<file path="src/sv/lsf_pkg.sv">
// Shared types and constants for the learning switch forwarding core.
// No dependencies; lsf_cam and the forwarding core top level use this package.
package lsf_pkg;

  localparam int TABLE_DEPTH_DEF = 16;
  localparam int NUM_PORTS_DEF   = 8;

  localparam int TAG_W  = 16;
  localparam int PORT_W = 3;
  localparam int ADDR_W = 48;
  localparam int MASK_W = 8;

  // One frame header as it enters the block.
  typedef struct packed {
    logic [TAG_W-1:0]  frame_tag;
    logic [PORT_W-1:0] arrival_port;
    logic [ADDR_W-1:0] source_address;
    logic [ADDR_W-1:0] dest_address;
  } header_t;

  // One forwarding decision as it leaves the block.
  typedef struct packed {
    logic [TAG_W-1:0]  out_tag;
    logic [MASK_W-1:0] port_mask;
    logic              flooded;
    logic              learned;
    logic              table_full;
  } result_t;

  // Lookup outcome handed from the address table to the top level.
  typedef struct packed {
    logic              dst_hit;
    logic [PORT_W-1:0] dst_port;
    logic              learned;
    logic              table_full;
  } lookup_t;

endpackage

</file>
<file path="src/sv/lsf_stream_if.sv">
// Valid/ready stream interface carrying one word of a chosen payload type.
// Used for both channels of the forwarding core; depends on nothing else.
interface lsf_stream_if #(
  parameter type payload_t = logic
);
  logic     valid;
  logic     ready;
  payload_t payload;

  modport source (output valid, output payload, input ready);
  modport sink   (input valid, input payload, output ready);
endinterface

</file>
<file path="src/sv/lsf_cam.sv">
// Address-to-port table with parallel exact-match lookup and in-order learning.
// Depends on lsf_pkg for field widths and the lookup result struct.
module lsf_cam #(
  parameter int TABLE_DEPTH = lsf_pkg::TABLE_DEPTH_DEF
) (
  input  logic                        clk,
  input  logic                        rst,
  input  logic                        commit,
  input  logic [lsf_pkg::PORT_W-1:0]  arrival_port,
  input  logic [lsf_pkg::ADDR_W-1:0]  source_address,
  input  logic [lsf_pkg::ADDR_W-1:0]  dest_address,
  output lsf_pkg::lookup_t            lookup
);

  localparam int IDX_W = $clog2(TABLE_DEPTH);
  localparam int CNT_W = $clog2(TABLE_DEPTH + 1);

  logic [lsf_pkg::ADDR_W-1:0] entry_address [TABLE_DEPTH];
  logic [lsf_pkg::PORT_W-1:0] entry_port    [TABLE_DEPTH];
  logic [TABLE_DEPTH-1:0]     entry_valid;
  logic [CNT_W-1:0]           fill_count;

  logic [TABLE_DEPTH-1:0]     src_match;
  logic [TABLE_DEPTH-1:0]     dst_match;
  logic [lsf_pkg::PORT_W-1:0] table_port;
  logic                       src_hit;
  logic                       has_room;
  logic                       learn;
  logic                       self_dst;
  logic [IDX_W-1:0]           wr_idx;

  always_comb begin
    table_port = '0;
    for (int i = 0; i < TABLE_DEPTH; i++) begin
      src_match[i] = entry_valid[i] && (entry_address[i] == source_address);
      dst_match[i] = entry_valid[i] && (entry_address[i] == dest_address);
      // Sources are stored only once, so at most one entry matches.
      table_port = table_port | ({lsf_pkg::PORT_W{dst_match[i]}} & entry_port[i]);
    end
  end

  assign src_hit  = |src_match;
  assign has_room = (fill_count < CNT_W'(TABLE_DEPTH));
  assign learn    = !src_hit && has_room;
  assign wr_idx   = fill_count[IDX_W-1:0];

  // A source learned by this same frame is visible to its own destination lookup.
  assign self_dst = learn && (dest_address == source_address);

  always_comb begin
    lookup.dst_hit    = (|dst_match) || self_dst;
    lookup.dst_port   = self_dst ? arrival_port : table_port;
    lookup.learned    = learn;
    lookup.table_full = !src_hit && !has_room;
  end

  always_ff @(posedge clk) begin
    if (rst) begin
      entry_valid <= '0;
      fill_count  <= '0;
    end else if (commit && learn) begin
      entry_valid[wr_idx] <= 1'b1;
      fill_count          <= fill_count + CNT_W'(1);
    end
  end

  always_ff @(posedge clk) begin
    if (commit && learn) begin
      entry_address[wr_idx] <= source_address;
      entry_port[wr_idx]    <= arrival_port;
    end
  end

  a_fill_bounded: assert property (@(posedge clk) disable iff (rst)
    fill_count <= CNT_W'(TABLE_DEPTH))
    else $error("fill count ran past the table depth");

  a_src_unique: assert property (@(posedge clk) disable iff (rst)
    $onehot0(src_match))
    else $error("source address matched more than one entry");

  a_learn_counts: assert property (@(posedge clk) disable iff (rst)
    commit && learn |=> fill_count == $past(fill_count) + CNT_W'(1))
    else $error("learning did not advance the fill count");

endmodule

</file>
<file path="src/sv/learning_switch_forward_core.sv">
// Learning switch forwarding core: usage notes below.
// Depends on lsf_pkg, lsf_stream_if and lsf_cam.
//
// The header channel takes one frame header per word (tag, arrival port,
// source and destination address); the verdict channel returns one word per
// header with the tag, the egress port mask and the flooded, learned and
// table_full flags. Both channels use valid/ready; a word moves when both
// are high at a rising clock edge.
// A header is captured in an input register; while it is held there the address
// table compares it against every stored entry at once, learns the source if
// it is new and there is room, and the verdict is registered once the output
// register is free or its word is being taken. One header is accepted every
// cycle while the verdict receiver keeps taking words; the combinational
// parallel compare over the table allows that rate. Learning takes effect at
// the edge that registers the verdict, so the very next header already sees it.
// Reset (rst, synchronous) empties the table and both registers.
// If the verdict receiver stalls, the held verdict and the captured header
// stay put, and with a header captured header ready drops until the verdict is taken.
module learning_switch_forward_core #(
  parameter int TABLE_DEPTH = lsf_pkg::TABLE_DEPTH_DEF,
  parameter int NUM_PORTS   = lsf_pkg::NUM_PORTS_DEF
) (
  input logic          clk,
  input logic          rst,
  lsf_stream_if.sink   header,
  lsf_stream_if.source verdict
);

  localparam logic [lsf_pkg::MASK_W-1:0] PORTS_ALL =
    lsf_pkg::MASK_W'((1 << NUM_PORTS) - 1);

  lsf_pkg::header_t hdr;
  logic             hdr_valid;
  lsf_pkg::result_t res;
  lsf_pkg::result_t res_next;
  logic             res_valid;
  logic             advance;
  lsf_pkg::lookup_t lookup;

  assign advance       = hdr_valid && (!res_valid || verdict.ready);
  assign header.ready  = !hdr_valid || advance;
  assign verdict.valid = res_valid;
  assign verdict.payload = res;

  lsf_cam #(
    .TABLE_DEPTH (TABLE_DEPTH)
  ) u_cam (
    .clk            (clk),
    .rst            (rst),
    .commit         (advance),
    .arrival_port   (hdr.arrival_port),
    .source_address (hdr.source_address),
    .dest_address   (hdr.dest_address),
    .lookup         (lookup)
  );

  always_comb begin
    res_next.out_tag    = hdr.frame_tag;
    res_next.flooded    = !lookup.dst_hit;
    res_next.learned    = lookup.learned;
    res_next.table_full = lookup.table_full;
    if (lookup.dst_hit) begin
      // A learned port outside the configured range drops the frame.
      res_next.port_mask = (lsf_pkg::MASK_W'(1) << lookup.dst_port) & PORTS_ALL;
    end else begin
      res_next.port_mask = PORTS_ALL & ~(lsf_pkg::MASK_W'(1) << hdr.arrival_port);
    end
  end

  always_ff @(posedge clk) begin
    if (rst) begin
      hdr_valid <= 1'b0;
      res_valid <= 1'b0;
    end else begin
      if (header.ready) begin
        hdr_valid <= header.valid;
      end
      if (advance) begin
        res_valid <= 1'b1;
      end else if (verdict.ready) begin
        res_valid <= 1'b0;
      end
    end
  end

  always_ff @(posedge clk) begin
    if (header.valid && header.ready) begin
      hdr <= header.payload;
    end
    if (advance) begin
      res <= res_next;
    end
  end

  a_hit_single_port: assert property (@(posedge clk) disable iff (rst)
    res_valid && !res.flooded |-> $onehot0(res.port_mask))
    else $error("forwarded verdict names more than one port");

  a_learn_excl_full: assert property (@(posedge clk) disable iff (rst)
    res_valid |-> !(res.learned && res.table_full))
    else $error("verdict is both learned and table full");

  a_hdr_holds: assert property (@(posedge clk) disable iff (rst)
    hdr_valid && !advance |=> hdr_valid && $stable(hdr))
    else $error("captured header changed while its verdict was blocked");

endmodule

</file>
<file path="src/flat_wrapper.sv">
// flat-port wrapper written by rule: the top's interface ports become plain ports
module learning_switch_forward_core_flat 
#(
  parameter int TABLE_DEPTH = lsf_pkg::TABLE_DEPTH_DEF,
  parameter int NUM_PORTS   = lsf_pkg::NUM_PORTS_DEF
)
  (clk, rst, header_valid, header_payload, header_ready, verdict_valid, verdict_payload, verdict_ready);
  lsf_stream_if #(.payload_t(lsf_pkg::header_t)) header_i ();
  lsf_stream_if #(.payload_t(lsf_pkg::result_t)) verdict_i ();
  input logic clk;
  input logic rst;
  input wire logic [$bits(header_i.valid)-1:0] header_valid;
  input wire logic [$bits(header_i.payload)-1:0] header_payload;
  output wire logic [$bits(header_i.ready)-1:0] header_ready;
  output wire logic [$bits(verdict_i.valid)-1:0] verdict_valid;
  output wire logic [$bits(verdict_i.payload)-1:0] verdict_payload;
  input wire logic [$bits(verdict_i.ready)-1:0] verdict_ready;
  assign header_i.valid = header_valid;
  assign header_i.payload = header_payload;
  assign header_ready = header_i.ready;
  assign verdict_valid = verdict_i.valid;
  assign verdict_payload = verdict_i.payload;
  assign verdict_i.ready = verdict_ready;
  learning_switch_forward_core #(.TABLE_DEPTH(TABLE_DEPTH), .NUM_PORTS(NUM_PORTS)) u_core (.clk(clk), .rst(rst), .header(header_i), .verdict(verdict_i));
endmodule
</file>
<file path="config.mk">
export PLATFORM = sky130hd
export DESIGN_NAME = learning_switch_forward_core_flat
export DESIGN_NICKNAME = d
export VERILOG_FILES = /design/src/sv/lsf_pkg.sv /design/src/sv/lsf_stream_if.sv /design/src/sv/lsf_cam.sv /design/src/sv/learning_switch_forward_core.sv /design/src/flat_wrapper.sv
export SDC_FILE = /design/constraint.sdc
export NUM_CORES = 2
export LEC_CHECK = 0
export BUFFER_PORTS_ARGS = -buffer_cell sky130_fd_sc_hd__clkbuf_2
export CAP_MARGIN = 5
export CORE_MARGIN = 3
export CORE_UTILIZATION = 55
export DETAILED_ROUTE_END_ITERATION = 16
export GPL_TIMING_DRIVEN = 0
export PLACE_DENSITY = 0.72
export SLEW_MARGIN = 15
export SYNTH_ARGS = -nofsm -noshare
export SYNTH_HDL_FRONTEND = slang
export SYNTH_SLANG_ARGS = --single-unit
</file>
<file path="constraint.sdc">
create_clock -name clk -period 19.04 [get_ports clk]
set_input_delay 0.952 -clock clk [delete_from_list [all_inputs] [get_ports clk]]
set_output_delay 0.952 -clock clk [all_outputs]
set_load 0.005 [all_outputs]
</file>
Yosys cells after proc, flatten, opt, wreduce, memory -nomap -nowiden
Memories as Yosys holds them, arrays and structs flattened.
Index checks and enable logic that the tools add are counted.
Word-level totals
  register bits after elaboration: 165
  RAM bits: 816
  bits of input ports: 119
  output and inout bits: 29
  logic and storage cells: 145
  memories: 2
Memories
  u_core.u_cam.entry_address: depth 16, bits a word 48, rd ports 16, clocked after memory_dff 0, wr ports 1, line lsf_cam.sv:18  | logic [lsf_pkg::ADDR_W-1:0] entry_address [TABLE_DEPTH];
  u_core.u_cam.entry_port: depth 16, bits a word 3, rd ports 16, clocked after memory_dff 0, wr ports 1, line lsf_cam.sv:19  | logic [lsf_pkg::PORT_W-1:0] entry_port [TABLE_DEPTH];
Operators by class
  add/subtract/negate cells: 1
  order comparisons: 3
  eq/ne operators: 33
  shifts and indexed selects: 2
  multiplexer cells: 8
  bitwise operators: 33
  reduce and logical (&&, ||, !) cells: 50
Operator list (count)
  $eq A48 B48 Y1: 33
  $and A3 B3 Y3: 16
  $or A3 B3 Y3: 15
  $logic_and A1 B1 Y1: 39
  $reduce_or A16 Y1: 2
  $or A16 B16 Y16: 1
  $shl A1 B3 Y8 const A: 2
  $mux W8: 1
  $not A8 Y8: 1
  $add A5 B1 Y5 const B: 1
  $logic_not A1 Y1: 5
  $lt A4 B5 Y1 const B: 1
  $lt A5 B5 Y1 const B: 1
  $mux W1: 5
  $demux W1 S4: 1
  $ge A4 B1 Y1 const B: 1
  $logic_or A1 B1 Y1: 3
  $mux W3: 1
  $reduce_bool A2 Y1: 1

Depth between registers and ports, before layout
  depth in word-level cells: 21
  depth in mapped cells: 13
  depth with buffers taken out: 9

Modules after synthesis
A second synthesis with hierarchy kept.
Unflattened totals
  cell total of the unflattened synthesis: 3612
  area total of the unflattened synthesis: 49697.7 µm²
Modules (own cells, without submodules)
  lsf_cam: instances 1, cells an instance 3435, area an instance 45169.6 µm², sequential area each 24923.9 µm²
  learning_switch_forward_core: instances 1, cells an instance 177, area an instance 4528.1 µm², sequential area each 4304.1 µm²

Least setup slack after synthesis
OpenSTA, ideal clock, no wires.
  path type: input to register
  start point: in verdict_ready
  end point: mem u_core.u_cam.entry_address[3][0] (netlist name), enable pin
  data arrival time: 6481 ps
  data required time: 18517 ps
  path slack: 12036 ps
  cell stages on the path: 6
  path buffers: 1
  cell sequence: nor2b_1 nor2b_1 and4b_1 buf_2 nand2_1 nor3_1
Between the ends
  word-level cells in the longest chain between the ends: 5
RTL lines
  start: declaration: line flat_wrapper.sv:17  | input wire logic [$bits(verdict_i.ready)-1:0] verdict_ready;
  $logic_or A1 B1 Y1: line learning_switch_forward_core.sv:40  | assign advance = hdr_valid && (!res_valid || verdict.ready);
  $logic_and A1 B1 Y1: line learning_switch_forward_core.sv:40
  net u_core.advance: line learning_switch_forward_core.sv:37  | logic advance;
  $logic_and A1 B1 Y1: line lsf_cam.sv:68  | if (commit && learn) begin
  $mux W1: line lsf_cam.sv:68
  $mux W1 (implied by the code): line lsf_cam.sv:69  | entry_address[wr_idx] <= source_address;
  end: declaration: line lsf_cam.sv:18
The timed path passes the listed nets, and every way through them passes these cells.

Worst setup path in the final report
  start point: reg u_core.hdr[70] (netlist name)
  end point: mem u_core.u_cam.entry_address[2][43] (netlist name), enable pin
Between the ends
  word-level cells in the longest chain between the ends: 8
RTL lines
  start: declaration: line learning_switch_forward_core.sv:32  | lsf_pkg::header_t hdr;
  start signal: assignment: line learning_switch_forward_core.sv:88  | hdr <= header.payload;
  $eq A48 B48 Y1: line lsf_cam.sv:35  | src_match[i] = entry_valid[i] && (entry_address[i] == source_address);
  $logic_and A1 B1 Y1: line lsf_cam.sv:35
  $reduce_or A16 Y1 *: line lsf_cam.sv:42  | assign src_hit = |src_match;
  $logic_not A1 Y1 *: line lsf_cam.sv:44  | assign learn = !src_hit && has_room;
  $logic_and A1 B1 Y1 *: line lsf_cam.sv:44
  $logic_and A1 B1 Y1 *: line lsf_cam.sv:68
  $mux W1 *: line lsf_cam.sv:68
  $mux W1 (implied by the code) *: line lsf_cam.sv:69
Mark *: on every way between the ends. The rest lies on a longest branch, timed or not.

==> results.tsv <==
metric	value	unit
outcome	finished with violations	
violations	capacitance limit, slew limit	
grt_pass1_wl	332	mm
synth_area_per_cell	13.5	sq um
cp-end-kind	register	
worstHoldPathType	input port to register	
syn_area	49400	sq um
pin_count	148	
drive_gt1_share	16.7	%
postCtsSetupBuffers	0	
yosysWarnings	0	
yosys.area.top_type_share	58.2	%
die_w	306	um
core	88800	sq um
post-route-period-util	36.6	%
r2r-end	u_core.u_cam.entry_address[2][43]	
setup_viol	0	
r2r-start	u_core.hdr[70]	
rsz0062_at_grt	no	
drcViolationCount	0	
gp_congestion	1.07	
numCtsBuffers	107	
clock_latency	0.74	ns
worstSetupStartpointType	register	
layout_common_cells	edfxtp_1 (958), xor2_1 (797), xnor2_1 (646)	
cts_tree	done	
io_buffer_count	147	
synth_top_area_cell	edfxtp_1	
r2r_cells	13	
crit_type	register to register	
dieArea	93500	sq um
tns	0	ns
final_max_slew_viol_count	1	
drtIter0Drc	9474	
wirelength	262	mm
power.total	0.00539	W
ys_seq_elements	981	
power_density	93.1	nW/um^2
area_delta_synth_final	17.2	%
cts_resized	0	
finalCriticalPeriod	6.96	ns
power_leakage	19.7	nW
die_y	306	um
hold_end	u_core.hdr[22]	
htree_levels	3	
yosys-top-cells-area	edfxtp_1 (58%), xor2_1 (14%), xnor2_1 (11%)	
hold_buffers	0	
synthesis.nets	3770	
nFillCells	6574	
hp-start	header_payload[22]	
grt_max_degree	56	
nets	4149	
gr-total-overflow	0	
clock.fmax	144	MHz
vias	39200	
place_hpwl	181	mm
first_pass_iters	7	
vdd_drop_max	0.000144	V
root_buffer	clkbuf_16	
maxCapViolCount	1	
yosysUniqueCellTypes	66	
finalHoldViolCount	0	
grt_pass1_vias	35600	
wl_per_cell	49.3	um
viasPerCell	7.38	
synth_edf_count	958	
path_clk_slew	0.06	ns
clock-sinks	981	
syn_inst	3647	
ant_nets	0	
grt_use_total	54.9	%
synthArstFlopShare	0	%
utilization	65.3	%
skew	0.0348	ns
cp_data_required_time	19.40	ns
layout_commonest_cell	edfxtp_1	
rows	109	
min_delay_path_depth	1	
r2r_slack	12.08	ns
relSlewSlack	-0.0200	%
tightest_slew	1.49	ns
ys_seq_area_share	59.2	%
clock_path_buffers	3	
path_max_fanout	51	
antenna_found_initial	45	
start_util	55.7	%
critical_path_arrival	7.32	ns
synthFlopType	edfxtp_1	
[flip-flops by register name, indices dropped and copies added, names as in the netlist]
| name | flops |
|---|---|
| u_core.verdict.payload | 27 |
| u_core.u_cam.fill_count | 5 |
| u_core.verdict.valid | 1 |
| u_core.hdr | 115 |
| u_core.u_cam.entry_address | 768 |
| u_core.u_cam.entry_valid | 16 |
| u_core.hdr_valid | 1 |
| u_core.u_cam.entry_port | 48 |
[cell type report]
class	instances	area [sq um]	area share, %
Multi-Input combinational cell	2342	18600	32.0
Clock inverter	75	972	1.68
Clock buffer	128	2840	4.90
Antenna cell	35	87.6	0.151
Timing Repair Buffer	270	3020	5.22
Tap cell	1165	1460	2.52
Inverter	122	465	0.803
Sequential cell	981	29200	50.5
Buffer	202	1290	2.23
[per-layer routing]
metal | share of wire (%) | vias to the layer above | track usage (%)
met3 | 18 | 1357 | 28.0
met4 | 11 | 20 | 44.3
met2 | 38 | 4659 | 71.5
met1 | 33 | 19100 | 67.6
li1 | - | 14100 | -
met5 | 0.18 | - | 2.68
[power by group]
part	leakage, nW	internal (W)	switching (W)
Combinational	8.95	0.000176	0.000466
Clock	1.85	0.00136	0.000947
Sequential	8.89	0.00240	0.0000424
Total	19.7	0.00394	0.00146
[cell families (layout without fill, tap and decap cells)]
logic type | Yosys count | after routing | synth area share, %
buffers and inverters | 324 | 797 | 3.54
DFF | 981 | 981 | 59.2
xor gates and xnor gates | 1443 | 1443 | 25.6
and+or+nand+nor | 689 | 689 | 8.35
AOI/OAI and AO/OA | 206 | 206 | 3.28
other | 0 | 35 | 0
adders and majority gates | 4 | 4 | 0.101
[Yosys cell counts, drive strengths merged, types with 4 or more instances]
master,count
nand4,193
nor2,37
and4,8
o22ai,28
a2111oi,7
a221o,10
or4,19
a2bb2oi,8
nor4,229
edfxtp,958
nand2,33
a22o,11
o2111ai,19
dfxtp,23
a221oi,9
clkbuf,5
a32oi,9
nor3,35
a21oi,22
a222oi,8
o21ai,11
nor2b,14
a22oi,12
or3,6
nand3b,4
a31oi,4
o2bb2ai,7
nand2b,32
xor2,797
buf,197
o221ai,14
nand3,62
ha,4
xnor2,646
inv,122
[how the worst max path moves through the flow]
stage	from	endpoint	depth (start not counted)
after global placement	u_core.hdr[61]	u_core.u_cam.entry_address[3][24]	12
after CTS	u_core.hdr[70]	u_core.u_cam.entry_address[2][36]	13
after detailed placement	u_core.hdr[70]	u_core.u_cam.entry_address[2][45]	13
after global routing	u_core.hdr[70]	u_core.u_cam.entry_address[2][5]	13
after floorplan	verdict_ready	u_core.u_cam.entry_address[3][0]	6
final	u_core.hdr[70]	u_core.u_cam.entry_address[2][43]	13
[per-stage QoR]
stage	instances	cell area, sq um	worst slack [ns]	hold WS [ns]
after global routing	5288	57900	12.53	0.394
final	5320	57900	12.08	0.386
after detailed placement	5082	54000	12.70	0.405
after CTS	5285	57800	12.63	0.385
after floorplan	3647	49400	12.04	0.400
after global placement	4959	51600	7.30	0.403
[critical path, stage by stage (launching register included)]
cell and delay (ns):
edfxtp_1 0.97, buf_8 0.30, buf_2 0.53, buf_2 0.87, xnor2_1 0.20, nand4_1 0.19, nor4_1 0.08, nand4_1 0.29
o2111ai_1 0.30, nor4_4 0.72, and4b_1 0.34, buf_2 0.26, nand3_1 0.55, inv_4 0.82
No activity file was read; power rests on OpenSTA's default activity.
